File: src/rtl/core/ifst_pkg.sv
package ifst_pkg;

  localparam int unsigned FlowEntries = 64;
  localparam int unsigned IdxW = $clog2(FlowEntries);
  localparam int unsigned CntW = IdxW + 1;
  localparam int unsigned KeyW = 33;
  localparam int unsigned PktW = 32;
  localparam int unsigned ByteW = 48;
  localparam int unsigned AvgW = 24;
  localparam int unsigned RowW = KeyW + PktW + ByteW;
  localparam int unsigned QDepth = 2;

  localparam logic [7:0] ProtoTcp = 8'd6;
  localparam logic [7:0] ProtoUdp = 8'd17;

  localparam logic CmdPacket = 1'b0;
  localparam logic CmdTick   = 1'b1;

  typedef struct packed {
    logic        cmd;
    logic [7:0]  ip_protocol;
    logic [15:0] source_port;
    logic [15:0] dest_port;
    logic [15:0] packet_length;
  } in_req_t;

  typedef struct packed {
    logic [15:0] flow_source_port;
    logic [15:0] flow_dest_port;
    logic        flow_is_udp;
    logic        attack_label;
    logic [31:0] flow_packets;
    logic [23:0] average_length;
    logic        last_record;
  } out_req_t;

  // Classified request passed from the front to the back.
  typedef struct packed {
    logic            tick;
    logic [KeyW-1:0] key;
    logic [15:0]     len;
  } op_t;

endpackage

File: src/rtl/core/ifst_front.sv
module ifst_front (
  input  logic             clk_i,
  input  logic             rst_ni,
  input  logic             in_valid_i,
  output logic             in_ready_o,
  input  ifst_pkg::in_req_t in_data_i,
  output logic             op_valid_o,
  input  logic             op_ready_i,
  output ifst_pkg::op_t    op_o
);
  import ifst_pkg::*;

  localparam int unsigned PtrW = $clog2(QDepth);

  op_t            q_mem_q [QDepth];
  logic [PtrW-1:0] wr_q, rd_q;
  logic [PtrW:0]   cnt_q;
  logic            is_tcp, is_udp, keep, push, pop;
  op_t             op_new;

  // Classify: drop anything that is neither a tick nor TCP/UDP.
  assign is_tcp = in_data_i.ip_protocol == ProtoTcp;
  assign is_udp = in_data_i.ip_protocol == ProtoUdp;
  assign keep   = (in_data_i.cmd == CmdTick) || is_tcp || is_udp;
  assign op_new.tick = in_data_i.cmd == CmdTick;
  assign op_new.key  = {is_udp, in_data_i.source_port, in_data_i.dest_port};
  assign op_new.len  = in_data_i.packet_length;

  assign in_ready_o = cnt_q != (PtrW+1)'(QDepth);
  assign push       = in_valid_i && in_ready_o && keep;
  assign op_valid_o = cnt_q != '0;
  assign pop        = op_valid_o && op_ready_i;
  assign op_o       = q_mem_q[rd_q];

  // Short queue between the front and the back.
  always_ff @(posedge clk_i) begin
    if (push) begin
      q_mem_q[wr_q] <= op_new;
    end
  end

  always_ff @(posedge clk_i or negedge rst_ni) begin
    if (!rst_ni) begin
      wr_q  <= '0;
      rd_q  <= '0;
      cnt_q <= '0;
    end else begin
      if (push) wr_q <= wr_q + 1'b1;
      if (pop)  rd_q <= rd_q + 1'b1;
      cnt_q <= cnt_q + (PtrW+1)'(push) - (PtrW+1)'(pop);
    end
  end

endmodule

File: config.mk
export PLATFORM = sky130hd
export DESIGN_NAME = ifst_front
export DESIGN_NICKNAME = d
export VERILOG_FILES = /design/src/rtl/core/ifst_pkg.sv /design/src/rtl/core/ifst_front.sv
export SDC_FILE = /design/constraint.sdc
export NUM_CORES = 1
export LEC_CHECK = 0
export ABC_AREA = 0
export BUFFER_PORTS_ARGS = -buffer_cell sky130_fd_sc_hd__buf_2
export CAP_MARGIN = 5
export CORE_UTILIZATION = 46
export DETAILED_ROUTE_END_ITERATION = 8
export PLACE_DENSITY = 0.75
export SETUP_SLACK_MARGIN = 0.5
export SKIP_LAST_GASP = 1
export SYNTH_ARGS = -nofsm -noshare
export SYNTH_HDL_FRONTEND = slang
export SYNTH_SLANG_ARGS = --single-unit
File: constraint.sdc
create_clock -name clk_i -period 2.4 [get_ports clk_i]
set_input_delay 0.48 -clock clk_i [delete_from_list [all_inputs] [get_ports clk_i]]
set_output_delay 0.48 -clock clk_i [all_outputs]
set_load 0.005 [all_outputs]
==> results.sh <==
export IMPL_outcome="finished, final reports clean"
export IMPL_grt_pass1_wl_um=9580
export IMPL_drt_iter0_markers=43
export IMPL_powerDensity_nw_per_um2=976
export IMPL_antenna_found_initial=0
export IMPL_viasPerCell=4.85
export IMPL_initial_utilization=0.476
export IMPL_wl_per_cell_um=15.5
export IMPL_root_buffer="clkbuf_8"
export IMPL_gp_congestion=0.741
export IMPL_wirelength_um=6560
export IMPL_hold_depth=1
export IMPL_ys_seq_elements=104
export IMPL_finalSetupViolCount=0
export IMPL_critPathArrivalTime_ns=1.51
export IMPL_hold_start="in_data_i[3]"
export IMPL_clockBufferDepth=2
export IMPL_reg2regPathDepth=7
export IMPL_ant_nets=0
export IMPL_track_usage=0.150
export IMPL_leakage_nw=1.84
export IMPL_fin_cells=422
export IMPL_fillers=633
export IMPL_die_h_um=94.2
export IMPL_synthFlopType="edfxtp_1"
export IMPL_async_reset_ff_frac=0.0385
export IMPL_use_met1=0.190
export IMPL_r2r_start="cnt_q[0]"
export IMPL_syn_area_um2=3910
export IMPL_final_max_slew_violation_count=0
export IMPL_grt_max_degree=29
export IMPL_yosysWarningCount=0
export IMPL_fin_tns_setup_ns=0
export IMPL_area_growth_pct=27.5
export IMPL_fmax_ghz=0.502
export IMPL_core_area_um2=8220
export IMPL_die_w_um=94.2
export IMPL_grt_overflow_total=0
export IMPL_holdCritPathClass="in2reg"
export IMPL_worstSkewPairLatency_ns=0.35
export IMPL_start_kind="flop"
export IMPL_synth_top_cell_area_share=0.767
export IMPL_slew_headroom=0.714
export IMPL_met2_usage=0.239
export IMPL_vias=2048
export IMPL_path_max_fanout=22
export IMPL_ctsHtreeMaxLevel=3
export IMPL_grt_pass1_vias=1991
export IMPL_syn_num_nets=249
export IMPL_synth_top_cell_by_area="edfxtp_1"
export IMPL_finalCritPeriodShare=0.831
export IMPL_cp_end_kind="output pin"
export IMPL_grt_util_met3=0.0372
export IMPL_synth_most_common_cell="edfxtp_1"
export IMPL_dp_hpwl_um=4310
export IMPL_finalHoldViolCount=0
export IMPL_dp_cells=401
export IMPL_ir_drop_mv=0.499
export IMPL_rows=33
export IMPL_cts_tree="done"
export IMPL_dieArea_um2=8880
export IMPL_io_pins=113
export IMPL_synth_edf_count=100
export IMPL_synthCells=186
export IMPL_ys_types=26
export IMPL_synth_area_top_cells="edfxtp_1 77%, mux2_2 12%, dfrtp_1 2.6%"
export IMPL_required_ns=1.92
export IMPL_clk_pin_slew_worst_paths_ns=0.09
export IMPL_fin_nets=375
export IMPL_yosys_top_cells_count="100 x edfxtp_1, 43 x mux2_2, 7 x mux2_1"
export IMPL_portBuffers=112
export IMPL_syn_avg_cell_area_um2=21.0
export IMPL_numCtsBuffers=9
export IMPL_crit_start="rd_q"
export IMPL_fin_crit_ns=1.99
export IMPL_firstDrtPassIters=4
export IMPL_worst_pin_slew_ns=0.430
export IMPL_drv_cap=0
export IMPL_grt_busiest_layer="met2"
export IMPL_drc=0
export IMPL_clock_sinks=104
export IMPL_rsz0062_at_grt="true"
export IMPL_diodes=0
export IMPL_drive_above_1_share=0.603
export IMPL_ys_seq_area_frac=0.793
export IMPL_skew_ns=0.0132
export IMPL_crit_type="reg2out"
==> per-stage QoR <==
step           total power [mW]  utilization  hold WS, ns  setup WS [ns]  cell area (um^2)
5_1_grt                    5.11        0.607        0.288          0.360              4990
6_report                   4.87        0.607        0.309          0.406              4990
2_1_floorplan              3.18            -        0.184         0.0285              3950
3_3_place_gp               3.72        0.570        0.295          0.114              4680
3_5_place_dp               3.74        0.570        0.298          0.101              4680
4_1_cts                    4.91        0.604        0.291          0.383              4960
==> per-layer routing <==
layer  vias to the layer above  wire length (um)
li1                        990                 -
met1                       979              2870
met2                        70              3170
met3                         9               428
met4                         0                84
met5                         -                 0
==> flip-flops by register name, summed over array words and instances (netlist names) <==
name	cells
cnt_q	2
q_mem_q	100
rd_q	1
wr_q	1
==> area by class of cell <==
type	instances	area [um^2]	share of cell area
Sequential cell	104	3110	0.623
Multi-Input combinational cell	74	855	0.171
Timing Repair Buffer	120	678	0.136
Clock buffer	12	155	0.0311
Tap cell	105	131	0.0263
Clock inverter	4	52.6	0.0105
Inverter	3	11.3	0.00226
==> final timing paths <==
| kind | to | slack, ns |
|---|---|---|
| setup reg to reg | cnt_q[1] | 0.61 |
| hold reg to reg | cnt_q[1] | 0.50 |
| max in group asynchronous | rd_q | 1.79 |
| setup / recovery | op_o[21] | 0.41 |
| min in group asynchronous | cnt_q[0] | 0.46 |
| hold / removal | q_mem_q[0][3] | 0.31 |
==> critical path: stages, from the launching register on <==
cell	delay, ns
dfrtp_4	0.48
buf_12	0.19
mux2_2	0.36
buf_2	0.13
==> report_power, final <==
group | total, mW | internal (mW) | leakage, nW | switching (mW)
Combinational | 1.44 | 0.787 | 0.786 | 0.649
Clock | 1.08 | 0.539 | 0.0948 | 0.543
Sequential | 2.35 | 2.27 | 0.959 | 0.0860
Total | 4.87 | 3.59 | 1.84 | 1.28
==> kinds of logic after synthesis <==
group | share of synthesized area
adder cells (fa/ha/maj) | 0.00639
AO/OA/AOI/OAI | 0.0205
multiplexers | 0.144
flip-flops | 0.793
AND/OR/NAND/NOR | 0.0195
XOR/XNOR | 0.00671
buffers and inverters | 0.0102
==> timing repair <==
item	4_1_cts	5_1_grt
setup buffers	3	0
pin swaps	1	5
hold endpoints to repair	4	0
endpoints found under the setup margin	84	82
hold buffers	1	0
gates resized for setup	7	4
gates cloned	1	0
==> placed cells by master, fill, tap and decap left out, drive strengths merged <==
cell	count
dfrtp	4
nand2	3
a2111o	1
buf	119
or2	1
ha	2
xor2	1
bufinv	1
xnor2	2
clkinvlp	3
clkbuf	12
nor2	1
a21oi	1
mux2	50
dlygate4sd3	1
inv	3
edfxtp	100
nand2b	1
nand4bb	2
a2111oi	1
o2111a	1
and2	1
nor2b	1
o211ai	2
or4	1
or3	1
o21ai	1
No activity file was read; power rests on OpenSTA's default activity.
